[src/hw/rtl/siti_pkg.sv]
// shared types, constants and helpers for the string intern table
package siti_pkg;

    localparam int TABLE_BYTES_DEF = 4096;
    localparam int QUERY_BYTES_DEF = 256;
    localparam int CHAR_W          = 8;
    localparam int OFFSET_W        = 12;
    localparam int STATUS_W        = 2;
    localparam int S_TDATA_W       = 8;
    localparam int M_TDATA_W       = 16;
    localparam int QUEUE_DEPTH     = 2;

    localparam logic [CHAR_W-1:0] CH_UPPER_A = 8'h41;
    localparam logic [CHAR_W-1:0] CH_UPPER_Z = 8'h5A;
    localparam logic [CHAR_W-1:0] CH_LOWER_A = 8'h61;

    typedef enum logic [STATUS_W-1:0] {
        ST_FOUND    = 2'd0,
        ST_INSERTED = 2'd1,
        ST_FULL     = 2'd2,
        ST_TOO_LONG = 2'd3
    } t_status;

    typedef struct packed {
        logic full;
        logic empty;
    } t_fifo_stat;

    function automatic logic [CHAR_W-1:0] fold_char(input logic [CHAR_W-1:0] c);
        logic [CHAR_W-1:0] r;
        r = c;
        if (c >= CH_UPPER_A && c <= CH_UPPER_Z) begin
            r = c - CH_UPPER_A + CH_LOWER_A;
        end
        return r;
    endfunction

endpackage

[src/hw/rtl/siti_front.sv]
// front end: gathers query characters into a two-bank buffer and queues finished queries
module siti_front import siti_pkg::*; #(
    parameter int QUERY_BYTES = QUERY_BYTES_DEF,
    localparam int QA = $clog2(QUERY_BYTES),
    localparam int QW = $clog2(QUERY_BYTES + 1),
    localparam int DW = QW + 2
) (
    input  logic              i_clk,
    input  logic              i_rst_n,
    input  logic              i_tvalid,
    output logic              o_tready,
    input  logic [CHAR_W-1:0] i_tdata,
    input  logic              i_tlast,
    input  t_fifo_stat        i_q_stat,
    output logic              o_push,
    output logic [DW-1:0]     o_desc,
    input  logic [QA:0]       i_rd_addr,
    output logic [CHAR_W-1:0] o_rd_data
);

    logic [CHAR_W-1:0] r_qmem [0:(2**(QA+1))-1];
    logic [CHAR_W-1:0] r_rd_data;

    logic [QW-1:0] r_len, n_len;
    logic [QW-1:0] r_zlen, n_zlen;
    logic          r_zseen, n_zseen;
    logic          r_ovf, n_ovf;
    logic          r_bank, n_bank;

    logic          w_acc;
    logic          w_room;
    logic [QW-1:0] w_qlen;
    logic          w_ovf;

    assign o_tready = !i_q_stat.full;
    assign w_acc    = i_tvalid && !i_q_stat.full;
    assign w_room   = r_len < QW'(QUERY_BYTES);

    always_comb begin
        w_qlen  = r_zlen;
        w_ovf   = r_ovf;
        n_zseen = r_zseen;
        n_len   = r_len;
        if (w_acc) begin
            if (w_room) begin
                n_len = r_len + QW'(1);
                if (!r_zseen) begin
                    if (i_tdata == '0) begin
                        n_zseen = 1'b1;
                    end else begin
                        w_qlen = r_zlen + QW'(1);
                    end
                end
            end else begin
                w_ovf = 1'b1;
            end
        end
        n_zlen = w_qlen;
        n_ovf  = w_ovf;
        n_bank = r_bank;
        o_push = 1'b0;
        if (w_acc && i_tlast) begin
            o_push  = 1'b1;
            n_len   = '0;
            n_zlen  = '0;
            n_zseen = 1'b0;
            n_ovf   = 1'b0;
            n_bank  = !r_bank;
        end
    end

    assign o_desc = {r_bank, w_ovf, w_qlen};

    always_ff @(posedge i_clk) begin
        if (!i_rst_n) begin
            r_len   <= '0;
            r_zlen  <= '0;
            r_zseen <= 1'b0;
            r_ovf   <= 1'b0;
            r_bank  <= 1'b0;
        end else begin
            r_len   <= n_len;
            r_zlen  <= n_zlen;
            r_zseen <= n_zseen;
            r_ovf   <= n_ovf;
            r_bank  <= n_bank;
        end
    end

    always_ff @(posedge i_clk) begin
        if (w_acc && w_room) begin
            r_qmem[{r_bank, r_len[QA-1:0]}] <= i_tdata;
        end
        r_rd_data <= r_qmem[i_rd_addr];
    end

    assign o_rd_data = r_rd_data;

endmodule

[config.mk]
export PLATFORM = sky130hd
export DESIGN_NAME = siti_front
export DESIGN_NICKNAME = d
export VERILOG_FILES = /design/src/hw/rtl/siti_pkg.sv /design/src/hw/rtl/siti_front.sv
export SDC_FILE = /design/constraint.sdc
export NUM_CORES = 2
export LEC_CHECK = 0
export BUFFER_PORTS_ARGS = -buffer_cell sky130_fd_sc_hd__buf_2
export CORE_MARGIN = 2
export CORE_UTILIZATION = 55
export CTS_CLUSTER_DIAMETER = 80
export DETAILED_ROUTE_END_ITERATION = 6
export PLACE_DENSITY = 0.7
export SYNTH_ARGS = -nofsm -noshare
export SYNTH_HDL_FRONTEND = slang
export SYNTH_SLANG_ARGS = --single-unit
[constraint.sdc]
create_clock -name i_clk -period 3.6 [get_ports i_clk]
set_input_delay 0.54 -clock i_clk [delete_from_list [all_inputs] [get_ports i_clk]]
set_output_delay 0.54 -clock i_clk [all_outputs]
set_load 0.01 [all_outputs]
# Yosys cells after proc, flatten, opt, wreduce, memory -nomap -nowiden
# Memories as Yosys holds them, arrays and structs flattened. A register that Yosys moved wholly into a read port is not among the register bits.
# Cells that the tools add are included.
[word_totals]
regBits = 21
n_memories = 1
latchBits = 0
in_bits = 23
romBits = 0
wordCells = 29
output_inout_bits = 21
ram_bits = 4096
[mem_list]
columns = ["name", "depth", "width", "rd", "rd_ports_with_merged_regs", "write_ports", "line_no", "rtl"]
rows = [
  ["r_qmem", 512, 8, 1, 1, 1, "siti_front.sv:21", "logic [CHAR_W-1:0] r_qmem [0:(2**(QA+1))-1];"],
]
[classes]
n_shift = 0
n_mux = 11
reduce_logical = 8
div = 0
bitwise = 1
order_cmp = 1
mul = 0
n_eq_ne = 0
n_addsub = 2
[ops]
columns = ["op", "n"]
rows = [
  ["$mux 9", 4],
  ["$add 9x1->9 const B", 2],
  ["$lt 9x9->1 const B", 1],
  ["$logic_not 8->1", 1],
  ["$mux 1", 7],
  ["$logic_and 1x1->1", 3],
  ["$logic_not 1->1", 2],
  ["$reduce_and 2->1", 1],
  ["$reduce_or 2->1", 1],
  ["$not 1->1", 1],
]

# Longest topological paths before layout
[depth]
word_depth = 5
mapped_depth = 13
ltp_nobuf = 7

# Least setup slack after synthesis
# Ideal clock, no wire load.
[synth_path]
kind = "input to register"
start = "input i_rd_addr[0]"
end = "register r_rd_data[0] (netlist: o_rd_data[0]) (read register of r_qmem)"
required_time_ns = 3.484
arrival_time_ns = 2.588
setup_time_ns = 0.116
stages = 9
slack_ns = 0.896
n_path_buf = 4
cell_sequence = "buf_12 -> buf_12 -> buf_4 -> buf_2 -> mux4_2 -> mux4_2 -> nand2_1 -> nand3_1 -> and4_1"
[synth_rtl]
columns = ["item", "line_no", "rtl"]
rows = [
  ["from (decl)", "siti_front.sv:17", "input logic [QA:0] i_rd_addr,"],
  ["to (decl)", "siti_front.sv:22", "logic [CHAR_W-1:0] r_rd_data;"],
]

# Final worst setup path
[layout_path]
start = "register r_len[8]"
end = "output o_desc[6]"
[layout_via]
elab_chain_cells = 3
[layout_rtl]
columns = ["item", "line_no", "rtl"]
rows = [
  ["from (decl)", "siti_front.sv:24", "logic [QW-1:0] r_len, n_len;"],
  ["from (signal assigned)", "siti_front.sv:82", "r_len <= n_len;"],
  ["$lt 9x9->1", "siti_front.sv:37", "assign w_room = r_len < QW'(QUERY_BYTES);"],
  ["$mux 9", "siti_front.sv:45", "if (w_room) begin"],
  ["$mux 9", "siti_front.sv:44", "if (w_acc) begin"],
  ["to (decl)", "siti_front.sv:16", "output logic [DW-1:0] o_desc,"],
]
# Every way passes these cells.

==> run summary <==
Drt pass-1 iters: 7
Core Rows: 199
CP dominant cell by count: buf_4
CTS tree: built
Sw frac: 0.216
Core region area: 294000 um2
Crit-path cells: nor2b_1 -> buf_4 -> buf_4 -> and2_4 -> and3_1 -> nand4_1 -> xnor2_1 -> buf_2
Final worst-path cycle share: 0.952
VDD IR max: 0.455 mV
Largest cells by area after synthesis: edfxtp_1, mux4_2, mux2i_1
Flip-flop and latch area: 124000 um2
CTS Root Buffer Type: clkbuf_16
Worst rel slew slack: 0.191
Vias in the first global route: 85721
Crit Path Category: flip-flop to output pin
Vias per inst: 6.50
Die Ht: 547 um
Combinational power share: 0.050
Distinct cells, synth: 77
Post-synth top area cell: edfxtp_1
Endpoints failing setup: 0
Sequential Power Share: 0.532
Starting Density: 0.552
Share of cells above drive strength 1: 0.253
Cell-internal power: 0.0779 W
Drt initial violations: 12707
Worst skew pair latency: 0.97 ns
First-pass GRT wire length: 605000 um
Fmax: 0.292 GHz
Clock sinks: 4125
Post-route ant nets: 0
Final Hold Vio Count: 0
WL per Instance: 31.6 um
Post-synth EDFFs: 4096
Gr usage total: 0.278
Least-Margin Pin Slew: 1.21 ns
Pre-CTS setup slack: -0.524 ns
Setup slack after layout: 0.174 ns
Port Buffer Count: 42
Worst-path clk slew: 0.06 ns
Crit end category: output pin
Area share of the largest cell type after synthesis: 0.759
Seq/Total Area, Yosys: 0.763
Net switching power: 0.0214 W
Leak: 60.7 nW
Layout net count: 9086
Main flop type after synthesis: edfxtp_1
Cell Area, Synth: 162000 um2
Yosys reg bits: 4125
RSZ-0062 raised after global routing: no
Worst hold path class: primary input to flip-flop
Global route total overflow: 0
Die Footprint: 299000 um2
Power Dens Cells: 535 nW/um2
Pins Over Slew Limit: 0
Synth warn: 0
Layout Skew: 0.0682 ns
Slowest CP cell: dfxtp_1
Longest Clk Path Bufs: 4
Cts bufs inserted: 405
# fillers: 19429
Max cap viols: 0
Asr flop ratio synth: 0
Clock power share: 0.418
Required time of the critical path: 3.06 ns
Top Ports: 44
Drt drc: 0
HPWL Detailed: 265000 um
Syn Inst Count: 8151
Vias: 86680
Total negative slack: 0 ns
Placer congestion estimate: 0.951
Area Overhead vs Synth: 14.6%
Max H-tree Level: 5
Critical Path AT: 2.89 ns
Final Util: 0.633
Setup crit start kind: flip-flop
Multi-input combinational cell area: 35100 um2
Routed WL: 421000 um
Initial antenna violation count: 20
Final min period: 3.43 ns
CP peak stage delay: 0.35 ns
Pin count of the biggest net entering global routing: 181
Status: complete, no violations
Die Wd: 547 um
Max FO, Critical Path: 10
Synth Area per Inst: 19.9 um2
Setup repair bufs after CTS: 0
Synthesized Nets: 8179
==> worst paths after layout <==
path                    start              to  slack, ns  depth (start not counted)
hold reg to reg       r_zseen         r_zseen       0.55                          2
hold / removal    i_q_stat[1]           r_ovf        0.1                          4
setup reg to reg       r_bank  r_qmem[359][2]       0.25                          3
setup / recovery     r_len[8]       o_desc[6]       0.17                          8
==> critical path, delay by kind of cell, from the launching register on <==
| kind | cells | cell delay (ns) |
|---|---|---|
| buffers and inverters | 3 | 0.60 |
| DFF | 1 | 0.35 |
| and+or+nand+nor | 4 | 0.78 |
| xor gates and xnor gates | 1 | 0.21 |
==> final cells by class <==
type	instances	share of cell area
Sequential cell	4125	0.665
Multi-Input combinational cell	3503	0.189
Clock buffer	486	0.0572
Timing Repair Buffer	1012	0.0479
Tap cell	3919	0.0264
Clock inverter	265	0.0134
Inverter	11	0.000290
Antenna cell	5	0.0000674
==> Yosys cell counts, types with 38 or more instances <==
| library cell | instances |
|---|---|
| nand2_1 | 191 |
| nor2_1 | 630 |
| edfxtp_1 | 4096 |
| buf_1 | 38 |
| o21ai_0 | 84 |
| o22ai_1 | 208 |
| nor3_1 | 124 |
| mux4_2 | 713 |
| buf_2 | 86 |
| o221ai_1 | 202 |
| nand3_1 | 42 |
| clkbuf_1 | 235 |
| a21oi_1 | 129 |
| a211oi_1 | 47 |
| buf_6 | 64 |
| nor4_1 | 56 |
| mux2i_1 | 666 |
==> routing by layer <==
layer	share of wire	global-route usage
met2	0.47	0.433
met3	0.11	0.0578
met1	0.38	0.391
met5	0.00011	0
met4	0.043	0.109
==> placed cells by master, fill, tap and decap left out, drive strengths merged, types with 13 or more instances in the layout <==
cell / count
nand3: 42
a21oi: 129
clkinvlp: 25
o211ai: 15
buf: 1000
nor3: 125
dfxtp: 29
mux4: 722
edfxtp: 4096
a221oi: 13
o31ai: 16
inv: 19
clkbuf: 487
nor4: 56
o221ai: 203
o21ai: 87
or3: 22
nor2: 630
a211oi: 49
a22oi: 26
clkinv: 203
bufinv: 29
nor2b: 20
mux2i: 666
mux2: 30
a2111oi: 26
o22ai: 209
nand2: 191
nand4: 30
and2: 20
==> power groups by stage <==
stage / clock network, W / registers (W) / logic [W]
floorplan: 0 / 0.0539 / 0.00251
global route: 0.0437 / 0.0528 / 0.00517
detailed placement: 0 / 0.0539 / 0.00490
global placement: 0 / 0.0539 / 0.00481
finish: 0.0415 / 0.0528 / 0.00497
CTS: 0.0419 / 0.0528 / 0.00493
==> repair_timing <==
item / in CTS / in global routing
hold buffers: 11 / 0
cloned: 0 / 0
gates resized for setup: 2 / 1
setup endpoints to repair: 7 / 2
hold endpoints to repair: 171 / 0
pin swaps: 0 / 0
==> sequential cells by signal, indices dropped and copies added, names as in the netlist <==
register / count
o_rd_data: 8
r_bank: 1
r_len: 9
r_ovf: 1
r_qmem: 4096
r_zlen: 9
r_zseen: 1
==> logic make-up (layout without fill, tap and decap cells) <==
family,Yosys count,count (layout),share of synthesized area
AOI/OAI and AO/OA,837,837,0.0363
xor gates and xnor gates,16,16,0.000865
adders and majority gates,5,5,0.000386
buffers and inverters,523,1774,0.0211
DFF,4125,4125,0.763
muxes,1418,1418,0.144
other,0,5,0
and+or+nand+nor,1227,1227,0.0346
==> through the flow <==
stage                     total power [W]  cells  hold slack [ns]  instance area, um2
after global placement             0.0587  12559            0.480              172000
after global routing                0.102  13324            0.145              186000
after CTS                          0.0997  13321           0.0536              186000
after detailed placement           0.0588  12559            0.502              172000
after floorplan                    0.0564   8151            0.463              162000
final                              0.0993  13326           0.0995              186000
(Power assumes the default switching activity.)
