===== src/hw/rtl/siti_pkg.sv =====
// shared types, constants and helpers for the string intern table
package siti_pkg;

    localparam int TABLE_BYTES_DEF = 4096;
    localparam int QUERY_BYTES_DEF = 256;
    localparam int CHAR_W          = 8;
    localparam int OFFSET_W        = 12;
    localparam int STATUS_W        = 2;
    localparam int S_TDATA_W       = 8;
    localparam int M_TDATA_W       = 16;
    localparam int QUEUE_DEPTH     = 2;

    localparam logic [CHAR_W-1:0] CH_UPPER_A = 8'h41;
    localparam logic [CHAR_W-1:0] CH_UPPER_Z = 8'h5A;
    localparam logic [CHAR_W-1:0] CH_LOWER_A = 8'h61;

    typedef enum logic [STATUS_W-1:0] {
        ST_FOUND    = 2'd0,
        ST_INSERTED = 2'd1,
        ST_FULL     = 2'd2,
        ST_TOO_LONG = 2'd3
    } t_status;

    typedef struct packed {
        logic full;
        logic empty;
    } t_fifo_stat;

    function automatic logic [CHAR_W-1:0] fold_char(input logic [CHAR_W-1:0] c);
        logic [CHAR_W-1:0] r;
        r = c;
        if (c >= CH_UPPER_A && c <= CH_UPPER_Z) begin
            r = c - CH_UPPER_A + CH_LOWER_A;
        end
        return r;
    endfunction

endpackage


===== src/hw/rtl/siti_fifo.sv =====
// two-entry queue of query descriptors between front and back
module siti_fifo import siti_pkg::*; #(
    parameter int W = 8
) (
    input  logic         i_clk,
    input  logic         i_rst_n,
    input  logic         i_push,
    input  logic [W-1:0] i_data,
    input  logic         i_pop,
    output logic [W-1:0] o_data,
    output t_fifo_stat   o_stat
);

    localparam int PW = $clog2(QUEUE_DEPTH);
    localparam int CW = $clog2(QUEUE_DEPTH + 1);

    logic [W-1:0]  r_data [0:QUEUE_DEPTH-1];
    logic [PW-1:0] r_wp;
    logic [PW-1:0] r_rp;
    logic [CW-1:0] r_cnt;

    always_ff @(posedge i_clk) begin
        if (!i_rst_n) begin
            r_wp  <= '0;
            r_rp  <= '0;
            r_cnt <= '0;
        end else begin
            if (i_push) begin
                r_wp <= r_wp + PW'(1);
            end
            if (i_pop) begin
                r_rp <= r_rp + PW'(1);
            end
            if (i_push && !i_pop) begin
                r_cnt <= r_cnt + CW'(1);
            end else if (!i_push && i_pop) begin
                r_cnt <= r_cnt - CW'(1);
            end
        end
    end

    always_ff @(posedge i_clk) begin
        if (i_push) begin
            r_data[r_wp] <= i_data;
        end
    end

    assign o_data       = r_data[r_rp];
    assign o_stat.full  = r_cnt == CW'(QUEUE_DEPTH);
    assign o_stat.empty = r_cnt == '0;

endmodule


===== config.mk =====
export PLATFORM = sky130hd
export DESIGN_NAME = siti_fifo
export DESIGN_NICKNAME = d
export VERILOG_FILES = /design/src/hw/rtl/siti_pkg.sv /design/src/hw/rtl/siti_fifo.sv
export SDC_FILE = /design/constraint.sdc
export NUM_CORES = 1
export LEC_CHECK = 0
export ABC_CLOCK_PERIOD_IN_PS = 1400
export BUFFER_PORTS_ARGS = -buffer_cell sky130_fd_sc_hd__buf_2
export CAP_MARGIN = 10
export CORE_MARGIN = 2
export CORE_UTILIZATION = 48
export DETAILED_ROUTE_END_ITERATION = 6
export PLACE_DENSITY = 0.74
export RECOVER_POWER = 100
export SKIP_LAST_GASP = 1
export SLEW_MARGIN = 0
export SYNTH_ARGS = -nofsm -noshare
export SYNTH_HDL_FRONTEND = slang
export SYNTH_SLANG_ARGS = --single-unit
export TNS_END_PERCENT = 1

===== constraint.sdc =====
create_clock -name i_clk -period 1.4 [get_ports i_clk]
set_input_delay 0.07 -clock i_clk [delete_from_list [all_inputs] [get_ports i_clk]]
set_output_delay 0.07 -clock i_clk [all_outputs]
set_load 0.005 [all_outputs]

After elaboration in Yosys (flattened, before gate mapping)
Memories as Yosys holds them, arrays and structs flattened. A register that Yosys moved wholly into a read port is not among the register bits.
Cells that the tools add are included.
{"block": "word_totals", "ff_bits": 4, "mem_bits_rw": 16, "inputBits": 12, "output_inout_bits": 10, "word_cells": 21, "n_memories": 1}
{"block": "op_classes", "n_addsub": 4, "n_eq_ne": 1, "n_mux": 6, "reduce_logical": 6}
{"memory": "r_data", "depth": 2, "width": 8, "read_ports": 1, "rd_ports_with_merged_regs": 1, "wr": 1, "line": "siti_fifo.sv:17", "source": "logic [W-1:0] r_data [0:QUEUE_DEPTH-1];"}
{"cell": "$mux 1", "count": 4}
{"cell": "$mux 2", "count": 2}
{"cell": "$add 1x1->1 const B", "count": 2}
{"cell": "$add 2x1->2 const B", "count": 1}
{"cell": "$eq 2x2->1 const B", "count": 1}
{"cell": "$logic_and 1x1->1", "count": 2}
{"cell": "$logic_not 1->1", "count": 2}
{"cell": "$logic_not 2->1", "count": 1}
{"cell": "$reduce_bool 2->1", "count": 1}
{"cell": "$sub 2x1->2 const B", "count": 1}

Depth between registers and ports, before layout
Gate-level depths: netlist of the first run.
{"block": "depth", "depth_word": 4, "depth_mapped": 5, "depth_no_buf": 5}

Least setup slack after synthesis of the first run
OpenSTA, ideal clock, no wires.
{"block": "synth_path", "kind": "flip-flop to flip-flop", "from": "reg r_wp", "to": "mem r_data[0][0], enable pin", "setup_ns": 0.375, "t_arrival_ns": 0.730, "required_time_ns": 1.025, "setup_slack_ns": 0.296, "path_stages_with_launch": 2, "path_buffers": 0, "period_less_slack_ns": 1.104, "cell_sequence": "dfxtp_1 nor2b_1"}
{"element": "start: declaration", "line": "siti_fifo.sv:18", "source": "logic [PW-1:0] r_wp;"}
{"element": "start signal: assignment", "line": "siti_fifo.sv:29", "source": "r_wp <= r_wp + PW'(1);"}
{"element": "end: declaration", "line": "siti_fifo.sv:17"}
No word-level cell before the write port.

==> impl_summary.md, run 1 <==
Route
The via total after detailed routing is 461. Dividing the detail-routed wire length by the instance count gives 12.3 um. The final routed DRC violation total is 0. The detail route stage leaves a number of antenna-violating nets equal to 0. The detailed router's first-iteration violation count is 2. For this block, the routed nets add up to roughly 1200 um of wire. The number of iterations in the first detailed-routing pass is 3. The number of vias per cell after detailed routing is around 4.8.

Clock tree
The buffer cell driving the clock tree root is sky130_fd_sc_hd__clkbuf_4. TritonCTS created 3 clock buffers. The clock latency of the later-clocked register in the worst-skew pair is approximately 0.29 ns. The tree built by TritonCTS fans out to 21 sinks. After clock tree synthesis, the setup repair step added 0 buffers.

The TritonCTS clock tree is yes. The clock transition at the registers of the reported paths is approximately 0.11 ns. The largest buffer count on any clock path is 2. In this run the number of H-tree levels came out at 1.

Logic synthesis
The cell type with the highest aggregate area in the netlist is sky130_fd_sc_hd__edfxtp_1. Counting distinct cell types in the post-synthesis netlist gives 16. The compound-cell area share of the yosys netlist came to 0.0252. The fraction of synthesized area in multiplexers is 0.113. The synthesized netlist occupies a cell area of 795 um2. By area, the combinational part of the netlist is dominated by multiplexers. The simple logic cell fraction of the synthesized area is 0.0709. Of the total synthesized cell area, the portion taken by XOR and XNOR cells is 0.0331.

The number of synthesized register bits is 21. The net count of the mapped netlist is 60. After technology mapping, the gate count stands at 47.

Of the total synthesized cell area, the portion taken by full adders, half adders and majority gates is 0.0157. A synthesized cell averages 16.9 um2. Of the synthesized area, sequential elements account for 0.731.

The count of yosys warnings during synthesis is 0. By area the synthesized netlist is led by sky130_fd_sc_hd__edfxtp_1 (60%), sky130_fd_sc_hd__dfxtp_1 (13%), sky130_fd_sc_hd__mux2_2 (11%), sky130_fd_sc_hd__and2_1 (3.1%), sky130_fd_sc_hd__xor2_1 (2.2%). The fraction of synthesized cell area taken by the top area cell type is 0.605.

Final layout
Counting the fill cells in the layout gives between 100 and 150. The antenna diode count is 0. The area added between synthesis and finish is 28.5%.

Of the cells placed in the final design, the portion with a size suffix greater than 1 is 0.333. The net count reported at finish is 95. After routing the design area is 0.00102 mm2.

Floorplan
Measured along the y axis, the die boundary spans approximately 45 um. The die covers 0.00200 mm2. The floorplan die width is 44.7 um. In this run the standard cell core region covers 0.00152 mm2. During I/O placement, the number of pins put on the boundary was 22. The initial standard-cell utilization of the core is 0.521. In this run the core area contains 14 standard-cell rows.

Timing
In this run the tightest slew margin relative to its limit is 0.618. Setup repair after global routing left no endpoint under its margin. For the pin with the worst max-slew slack, the measured transition is 0.573 ns. Setup slack closes at 0.0996 ns. The total setup violations reported at the end of the flow is 0. In the finished design, the share of the clock period the worst path needs comes to 0.929.

Timing would allow up to 0.769 GHz. For the final database, setup skew stands at between 0.004 and 0.005 ns. The final max-slew violation count is 0. The shortest clock period the worst path allows after layout is 1.30 ns. The final number of hold-violating endpoints came to 0. Adding up every negative setup slack in the final design gives 0 ns.

Place
The placement-stage worst setup slack is about 0.28 ns. Routability-driven placement finished with a final weighted congestion of 0.651. During placement, the flow inserted port buffers numbering 21. The total placed instance area is slightly above 900 um2.

Critical path
Data on the critical path is required at its endpoint by 1.33 ns. In this run the critical register-to-register path is launched from r_wp. STA classifies the critical path startpoint as a flip-flop. Along the worst path, the maximum fanout reaches 8. The kind of end point of the critical path is an output pin. The critical path data arrival time is roughly 1.2 ns.

The worst setup path is of the flip-flop to output pin kind.

GRT
The first global-routing pass estimated 1840 um of wire. Across every metal layer, demand over resource in global routing totals 0.131. The initial antenna violation count is 0. The pin count of the biggest net entering global routing is 12.

The number of global-route vias before repair is 461. For this run the aggregate overflow at the end of global routing stands at 0.

Power and ir drop
For this design the static power due to leakage is 0.391 nW. Power spread over the standard cell area amounts to around 1100 mW/mm2. The total power draw is 0.00117 W.

IR analysis of the VDD net gives a maximum drop of 0.616 mV.

Status
The run finished with clean final reports.

Min path
The tightest min-delay check is of the input port to flip-flop type. The startpoint of the most critical hold path is i_rst_n.

Flow run
The number of max-cap violations is 0.
-- timing repair --
action,in CTS,in global routing
endpoints found under the hold margin,16,0
resized for setup,1,0
hold buffers,8,0
endpoints found under the setup margin,8,0
-- critical path: stages, from the launching register on --
cell and delay (ns):
sky130_fd_sc_hd__dfxtp_2 0.45, sky130_fd_sc_hd__mux2_2 0.36, sky130_fd_sc_hd__buf_2 0.13
-- placed cells by master (no fill, tap or decap), types with 2 or more instances in the layout --
cell	n
sky130_fd_sc_hd__buf_2	14
sky130_fd_sc_hd__xor2_1	2
sky130_fd_sc_hd__nor2b_1	2
sky130_fd_sc_hd__mux2_2	8
sky130_fd_sc_hd__edfxtp_1	16
sky130_fd_sc_hd__clkbuf_4	3
sky130_fd_sc_hd__and2_0	3
sky130_fd_sc_hd__dlygate4sd3_1	8
sky130_fd_sc_hd__dfxtp_1	4
sky130_fd_sc_hd__clkbuf_1	10
-- metrics by stage --
stage               hold WS [ns]  cells   util
finish                    0.0206     97  0.670
detailed placement         0.263     85  0.610
global route              0.0343     97  0.670
floorplan                  0.169     47      -
global placement           0.259     85  0.610
CTS                       0.0155     97  0.681
-- path summary, 6_finish.rpt --
check	to	slack [ns]	cells after the start
min	r_wp	0.02	2
max reg2reg	r_data[1][7]	0.19	1
min reg2reg	r_cnt[1]	0.53	2
max	o_data[4]	0.1	2
-- Yosys cell counts --
cell,n
sky130_fd_sc_hd__nor2b_1,2
sky130_fd_sc_hd__mux2_2,8
sky130_fd_sc_hd__o21a_1,1
sky130_fd_sc_hd__xnor2_1,1
sky130_fd_sc_hd__and2b_2,1
sky130_fd_sc_hd__o21ai_0,1
sky130_fd_sc_hd__or3_1,1
sky130_fd_sc_hd__ha_1,1
sky130_fd_sc_hd__edfxtp_1,16
sky130_fd_sc_hd__dfxtp_1,5
sky130_fd_sc_hd__xor2_1,2
sky130_fd_sc_hd__a21boi_1,1
sky130_fd_sc_hd__nor2_1,1
sky130_fd_sc_hd__buf_2,1
sky130_fd_sc_hd__inv_1,1
sky130_fd_sc_hd__and2_1,4
-- flip-flops by register name (all words and copies together) (netlist names), named ones only --
signal,cells
r_cnt,2
r_data,16
r_rp,1
r_wp,1
-- cells by family (layout without fill, tap and decap cells) --
| kind of cell | count (synthesis) | after routing |
|---|---|---|
| XOR/XNOR | 3 | 3 |
| AO/OA/AOI/OAI | 3 | 3 |
| flip-flops | 21 | 21 |
| adder cells (fa/ha/maj) | 1 | 1 |
| multiplexers | 8 | 8 |
| buffers and inverters | 2 | 36 |
| AND/OR/NAND/NOR | 9 | 9 |
-- metal layers --
layer	wire length [um]	vias up	track usage
li1	-	239	-
met1	504	211	0.144
met2	633	11	0.232
met3	55	0	0.0408
met4	0	0	0.0545
met5	0	-	0
-- final cells by class --
class / instances / area (um2) / area share
Sequential cell: 21 / 582 / 0.570
Inverter: 1 / 3.75 / 0.00368
Multi-Input combinational cell: 24 / 205 / 0.201
Tap cell: 16 / 20.0 / 0.0196
Timing Repair Buffer: 31 / 184 / 0.180
Clock buffer: 4 / 26.3 / 0.0257
-- power breakdown --
group	switching [W]	internal [W]	leakage [nW]
Clock	0.000168	0.000111	0.0150
Sequential	0.0000241	0.000714	0.192
Combinational	0.0000615	0.0000959	0.184
(Power assumes the default switching activity.)
==> run 2: changes to the inputs <==
RECOVER_POWER = default   (was 100)
==> run 2 against run 1 <==
  * Critical path depth unchanged
  * Critical endpoint unchanged
  * Setup slack better by 0.0011 ns
  * Via count is 1.1% lower
  * Clock skew about the same
  * Worst hold slack better by 0.0023 ns
  * First-iteration DRC count unchanged
  * Largest cell class unchanged
  * Count of clock-buffer cells in the layout stayed put
  * Non-clock buffer count unchanged
  * Combinational power up 6%
  * Total power grew 0.88%
  * Sequential cell count stayed put
  * Sequential power is essentially flat
==> impl_summary.md, run 2 (synthesis gave the netlist of run 1 again) <==
Status
Status: completed (unchanged).

Final layout
Most used cells in the layout excluding fill and tap cells: sky130_fd_sc_hd__buf_2 (21), sky130_fd_sc_hd__edfxtp_1 (16), sky130_fd_sc_hd__mux2_2 (8), sky130_fd_sc_hd__dlygate4sd3_1 (8) (was sky130_fd_sc_hd__edfxtp_1 (16), sky130_fd_sc_hd__buf_2 (14), sky130_fd_sc_hd__clkbuf_1 (10)). The number of flip-flops in the largest register is 16 (unchanged). The final core utilization came to 0.681 (was 0.670). The most common cell after layout, fill and taps aside is sky130_fd_sc_hd__buf_2 (was sky130_fd_sc_hd__edfxtp_1).

The register with the most flip-flops is r_data (unchanged). The footprint of the flip-flops and latches is 582 um2 (unchanged). The antenna diode count came to 0 (unchanged). The multi-input gate area in the final layout is 205 um2 (unchanged). The fraction of layout cells with a size suffix above 1 is 0.444 (was 0.333). The number of filler instances in the final layout is 116 (was 121). The area added between synthesis and finish is 30.6% (was 28.5%). The net count reported at finish is 95 (unchanged). Leading registers by flop count: r_data x16, r_cnt x2 (unchanged). The final design area excluding fillers is 0.00104 mm2 (was 0.00102 mm2).

Flow run
The number of max-cap violations is 0 (unchanged).

Clock tree
The clock net sink count is 21 (unchanged). The clock latency of the later-clocked register in the worst-skew pair is 0.29 ns (about the same). The largest buffer count on any clock path was 2 (unchanged). The TritonCTS clock tree is yes (unchanged). The clock transition at the registers of the reported paths is 0.11 ns (about the same). The number of buffers created by CTS came to 3 (unchanged). The buffer cell driving the clock tree root is sky130_fd_sc_hd__clkbuf_4 (unchanged). The buffer count from post-CTS setup fixing was 0 (unchanged).

The number of H-tree branching levels was 1 (unchanged).

Route
The final routed wire length divided by cell count is 12.3 um (about the same). The number of iterations in the first detailed-routing pass was 2 (was 3). The detailed router's first-iteration violation count is 2 (unchanged).

The via total after detailed routing is 456 (was 461). The final routed DRC violation total came to 0 (unchanged). The number of nets with antenna violations after routing is 0 (unchanged). The total wire length is 1190 um (about the same). The number of vias per cell after detailed routing came to 4.70 (was 4.75).

Critical path
The critical path class is flip-flop to output pin (unchanged). The worst path required time is 1.33 ns (about the same). The critical register-to-register path endpoint is r_data[1][7] (unchanged). The kind of end point of the critical path is an output pin (unchanged). The termination of the worst setup path is o_data[4] (unchanged). The highest net fanout along the worst path is 8 (unchanged). The flop-to-flop setup slack is 0.32 ns (was 0.19 ns). The worst reg2reg path depth is 1 (unchanged). The sort of element at the start of the critical path is a flip-flop (unchanged). The critical path data arrival time was 1.23 ns (about the same).

The reg-to-reg startpoint is r_wp (unchanged).

Timing
The shortest clock period the worst path allows after layout is 1.30 ns (about the same). Setup repair after global routing missed its margin: no (unchanged). The achievable frequency is 0.770 GHz (was 0.769 GHz).

The normalized max-slew margin is 0.736 (was 0.618). The maximum clock skew at final layout is 0.00430 ns (was 0.00473 ns). The slew at the pin with the worst max-slew slack is 0.397 ns (was 0.573 ns). The final setup TNS is 0 ns (unchanged). The final worst-path cycle share came to 0.928 (was 0.929). The final number of hold-violating endpoints came to 0 (unchanged). The total setup violations reported at the end of the flow was 0 (unchanged).

The final max-slew violation count is 0 (unchanged).

Power and ir drop
The power density of the placed cells is 1140 mW/mm2 (was 1150 mW/mm2). The total power draw is 0.00118 W (was 0.00117 W). The static leakage is 0.421 nW (was 0.391 nW). The maximum resistive drop on vdd came to 0.626 mV (was 0.616 mV).

Floorplan
The initial standard-cell utilization of the core is 0.521 (unchanged). The row count is 14 (unchanged). The floorplan die width was 44.7 um (unchanged). The placeable core region came to 0.00152 mm2 (unchanged).

The number of top-level design ports came to 22 (unchanged). The y dimension of the die is 44.7 um (unchanged). The overall die area is 0.00200 mm2 (unchanged).

GRT
The pin count of the biggest net entering global routing is 12 (unchanged). The number of global-route vias before repair is 461 (unchanged). The total global-route track usage was 0.131 (unchanged).

The first-pass GRT wire length was 1840 um (unchanged). The overall overflow remaining after global route is 0 (unchanged). The initial antenna violation count is 0 (unchanged).

Min path
The class of the tightest hold or removal check is input port to flip-flop (unchanged). The startpoint of the most critical hold path is i_rst_n (unchanged).

Place
The port buffer count is 21 (unchanged). The routability-driven placement congestion ratio was 0.651 (unchanged). The total placed instance area came to 930 um2 (unchanged).
-- run 2: how the worst min path moves through the flow --
stage	end	slack [ns]	cells after the start
2_1_floorplan	r_data[0][0]	0.17	0
3_3_place_gp	r_data[0][6]	0.26	1
3_5_place_dp	r_data[0][5]	0.26	1
4_1_cts	r_wp	0.02	2
5_1_grt	r_wp	0.03	2
6_report	r_wp	0.02	2
-- run 2: layout make-up --
cell class	instances	area share
flip-flops and latches	21	0.561
inverters	1	0.00362
well taps	16	0.0193
repair buffers	31	0.193
clock buffers	4	0.0253
multi-input cells	24	0.198
-- run 2: repair_timing --
| action | in CTS | in global routing |
|---|---|---|
| hold endpoints to repair | 16 | 0 |
| endpoints found under the setup margin | 8 | 0 |
| gates resized for setup | 1 | 0 |
| hold buffers | 8 | 0 |
-- run 2: layer usage --
metal | GRT usage | wire length, um | vias to the layer above
li1 | - | - | 238
met1 | 0.144 | 510 | 207
met2 | 0.232 | 628 | 11
met3 | 0.0408 | 56 | 0
met4 | 0.0545 | 0 | 0
met5 | 0 | 0 | -
-- run 2: critical path: stages, from the launching register on --
cell                      delay (ns)
sky130_fd_sc_hd__dfxtp_2        0.44
sky130_fd_sc_hd__mux2_2         0.36
sky130_fd_sc_hd__buf_2          0.13
-- run 2: stage by stage --
stage,std cells,worst slack [ns],hold slack [ns]
floorplan,47,0.296,0.169
global placement,85,0.323,0.259
detailed placement,85,0.280,0.263
CTS,97,0.0878,0.0155
global route,97,0.0531,0.0344
finish,97,0.101,0.0228
-- run 2: report_power, final --
group / total [W] / internal [W] / leakage, nW / switching [W]
combinational: 0.000166 / 0.000105 / 0.214 / 0.0000612
clock: 0.000281 / 0.000111 / 0.0150 / 0.000170
sequential: 0.000738 / 0.000714 / 0.192 / 0.0000242
total: 0.00118 / 0.000929 / 0.421 / 0.000255
==> run 3: changes to the inputs <==
CAP_MARGIN = default   (was 10)
REMOVE_ABC_BUFFERS = 1   (was default)
==> run 3 against run 2 <==
  * First-iteration DRC count increased to 3.5 times the previous value
  * Critical path depth did not move
  * Count of clock-buffer cells in the layout did not move
  * Sequential power is essentially flat
  * Worst hold slack improved by 0.0071 ns
  * Final area fell by 0.72%
  * Die area stayed put
  * Core utilization decreased by 0.49 points
  * Sequential share of layout area grew 0.41 points
  * Fmax grew 0.95%
  * Global-route usage rose by 0.77 points
  * Sequential cell count stayed put
  * Critical path type unchanged
  * Critical endpoint is now o_data[6]
  * Largest cell class unchanged
  * Largest power group unchanged
  * Highest routed layer is now met4
==> impl_summary.md, run 3 (synthesis gave the netlist of run 1 again) <==
Route
The final routed DRC violation total is 0 (unchanged). The number of nets with antenna violations after routing is 0 (unchanged). The detailed router's first-iteration violation count is 7 (was 2). The routed metal-1 wire length is 528 um (was 510 um). The via total after detailed routing is 467 (was 456).

The met3 routed wirelength is 50 um (was 56 um). The routed wire length on met2 came to 614 um (was 628 um). The total wire length is 1210 um (was 1190 um). The final routed wire length divided by cell count is 12.6 um (was 12.3 um). The number of iterations in the first detailed-routing pass is 4 (was 2).

The number of vias per cell after detailed routing is 4.86 (was 4.70). The top routing layer in use is met4 (was met3).

Floorplan
The overall die area is 0.00200 mm2 (unchanged). The row count was 14 (unchanged). The y dimension of the die came to 44.7 um (unchanged). The initial standard-cell utilization of the core is 0.521 (unchanged). The floorplan die width was 44.7 um (unchanged). The number of top-level design ports came to 22 (unchanged).

The placeable core region was 0.00152 mm2 (unchanged).

Timing
The final worst setup slack was 0.113 ns (was 0.101 ns). The achievable frequency is 0.777 GHz (was 0.770 GHz). The normalized max-slew margin is 0.744 (was 0.736).

The shortest clock period the worst path allows after layout was 1.29 ns (was 1.30 ns). The slew at the pin with the worst max-slew slack was 0.384 ns (was 0.397 ns). The final setup TNS came to 0 ns (unchanged). The final max-slew violation count is 0 (unchanged). The total setup violations reported at the end of the flow is 0 (unchanged).

The final worst-path cycle share is 0.919 (was 0.928). Setup repair after global routing missed its margin: no (unchanged). The maximum clock skew at final layout was 0.00288 ns (was 0.00430 ns). The final worst hold slack is 0.0300 ns (was 0.0228 ns).

The final number of hold-violating endpoints is 0 (unchanged).

Status
Status: completed (unchanged).

Flow run
The number of max-cap violations came to 0 (unchanged).

Clock tree
The number of buffers created by CTS came to 3 (unchanged). The number of H-tree branching levels is 1 (unchanged). The clock net sink count is 21 (unchanged). The TritonCTS clock tree is yes (unchanged). The largest buffer count on any clock path is 2 (unchanged). The clock latency of the later-clocked register in the worst-skew pair was 0.29 ns (about the same). The buffer cell driving the clock tree root is sky130_fd_sc_hd__clkbuf_4 (unchanged).

The clock transition at the registers of the reported paths is 0.11 ns (about the same).

Power and ir drop
The internal power is 0.000926 W (was 0.000929 W). The static leakage is 0.416 nW (was 0.421 nW). The maximum resistive drop on vdd was 0.745 mV (was 0.626 mV). The power density of the placed cells came to 1140 mW/mm2 (about the same).

The share of power burned in the clock network was 0.235 (was 0.237). The portion of total power attributed to sequential cells came to 0.627 (was 0.623). The switching power share of the total is 0.213 (was 0.215). The combinational power share is 0.139 (was 0.140). The power dissipated by switching net loads came to 0.000251 W (was 0.000255 W).

Final layout
Most used cells in the layout excluding fill and tap cells: sky130_fd_sc_hd__buf_2 (21), sky130_fd_sc_hd__edfxtp_1 (16), sky130_fd_sc_hd__mux2_2 (8), sky130_fd_sc_hd__dlygate4sd3_1 (8) (unchanged). The register with the most flip-flops is r_data (unchanged). The number of flip-flops in the largest register was 16 (unchanged). The number of filler instances in the final layout was 104 (was 116). The area added between synthesis and finish is 29.6% (was 30.6%).

The antenna diode count is 0 (unchanged). The net count reported at finish is 94 (was 95). Leading registers by flop count: r_data x16, r_cnt x2 (unchanged). The most common cell after layout, fill and taps aside is sky130_fd_sc_hd__buf_2 (unchanged). The final core utilization is 0.676 (was 0.681). The fraction of layout cells with a size suffix above 1 was 0.438 (was 0.444).

GRT
The initial antenna violation count was 0 (unchanged). The first-pass GRT wire length is 1910 um (was 1840 um). The number of global-route vias before repair is 476 (was 461). The pin count of the biggest net entering global routing is 12 (unchanged). The total global-route track usage is 0.139 (was 0.131).

The overall overflow remaining after global route is 0 (unchanged).

Place
The sum of net half-perimeters after detailed placement is 818 um. The port buffer count is 21 (unchanged). The routability-driven placement congestion ratio is 0.650 (was 0.651). The placement-stage worst setup slack came to 0.301 ns (was 0.280 ns).

Critical path
The worst path required time was 1.33 ns (about the same). The critical path data arrival time is 1.22 ns (was 1.23 ns). The sort of element at the start of the critical path is a flip-flop (unchanged). The critical path class was flip-flop to output pin (unchanged). The kind of end point of the critical path is an output pin (unchanged).

The highest net fanout along the worst path is 8 (unchanged).

Min path
The class of the tightest hold or removal check is input port to flip-flop (unchanged).
-- run 3: worst max-delay path, cell delays in order, from the launching register on --
cell	delay, ns
sky130_fd_sc_hd__dfxtp_2	0.45
sky130_fd_sc_hd__mux2_2	0.36
sky130_fd_sc_hd__buf_2	0.13
-- run 3: metrics by stage --
step	area [um2]	cells	total power, W
6_report	1030	96	0.00118
5_1_grt	1030	96	0.00123
4_1_cts	1030	96	0.00119
3_5_place_dp	922	84	0.000901
3_3_place_gp	922	84	0.000894
2_1_floorplan	790	46	0.000830
-- run 3: final cells by class --
class / instances / area (um2) / area share
Tap cell: 16 / 20.0 / 0.0194
Inverter: 1 / 3.75 / 0.00365
Multi-Input combinational cell: 24 / 205 / 0.199
Clock buffer: 4 / 26.3 / 0.0255
Sequential cell: 21 / 582 / 0.565
Timing Repair Buffer: 30 / 193 / 0.187
-- run 3: final timing paths --
path / from / endpoint / slack [ns] / cells after the start
max: flip-flop / o_data[6] / 0.11 / 2
min: i_rst_n / r_wp / 0.03 / 2
max reg2reg: r_wp / r_data[1][6] / 0.34 / 1
min reg2reg: r_cnt[1] / r_cnt[1] / 0.51 / 2
-- run 3: metal layers --
layer | vias to the layer above | GRT usage
li1 | 234 | -
met1 | 220 | 0.144
met2 | 11 | 0.258
met3 | 2 | 0.0286
met4 | 0 | 0.0727
met5 | - | 0
-- run 3: power by group through the flow --
stage | Clock [W] | Sequential, W | Combinational [W]
finish | 0.000276 | 0.000738 | 0.000163
global route | 0.000309 | 0.000744 | 0.000182
CTS | 0.000285 | 0.000739 | 0.000166
detailed placement | 0 | 0.000753 | 0.000148
global placement | 0 | 0.000750 | 0.000144
floorplan | 0 | 0.000746 | 0.0000841
-- run 3: repair_timing --
| action | CTS | global route |
|---|---|---|
| endpoints found under the setup margin | 8 | 0 |
| gates resized for setup | 1 | 0 |
| hold buffers | 8 | 0 |
| buffers inserted | 0 | 0 |
| endpoints found under the hold margin | 16 | 0 |
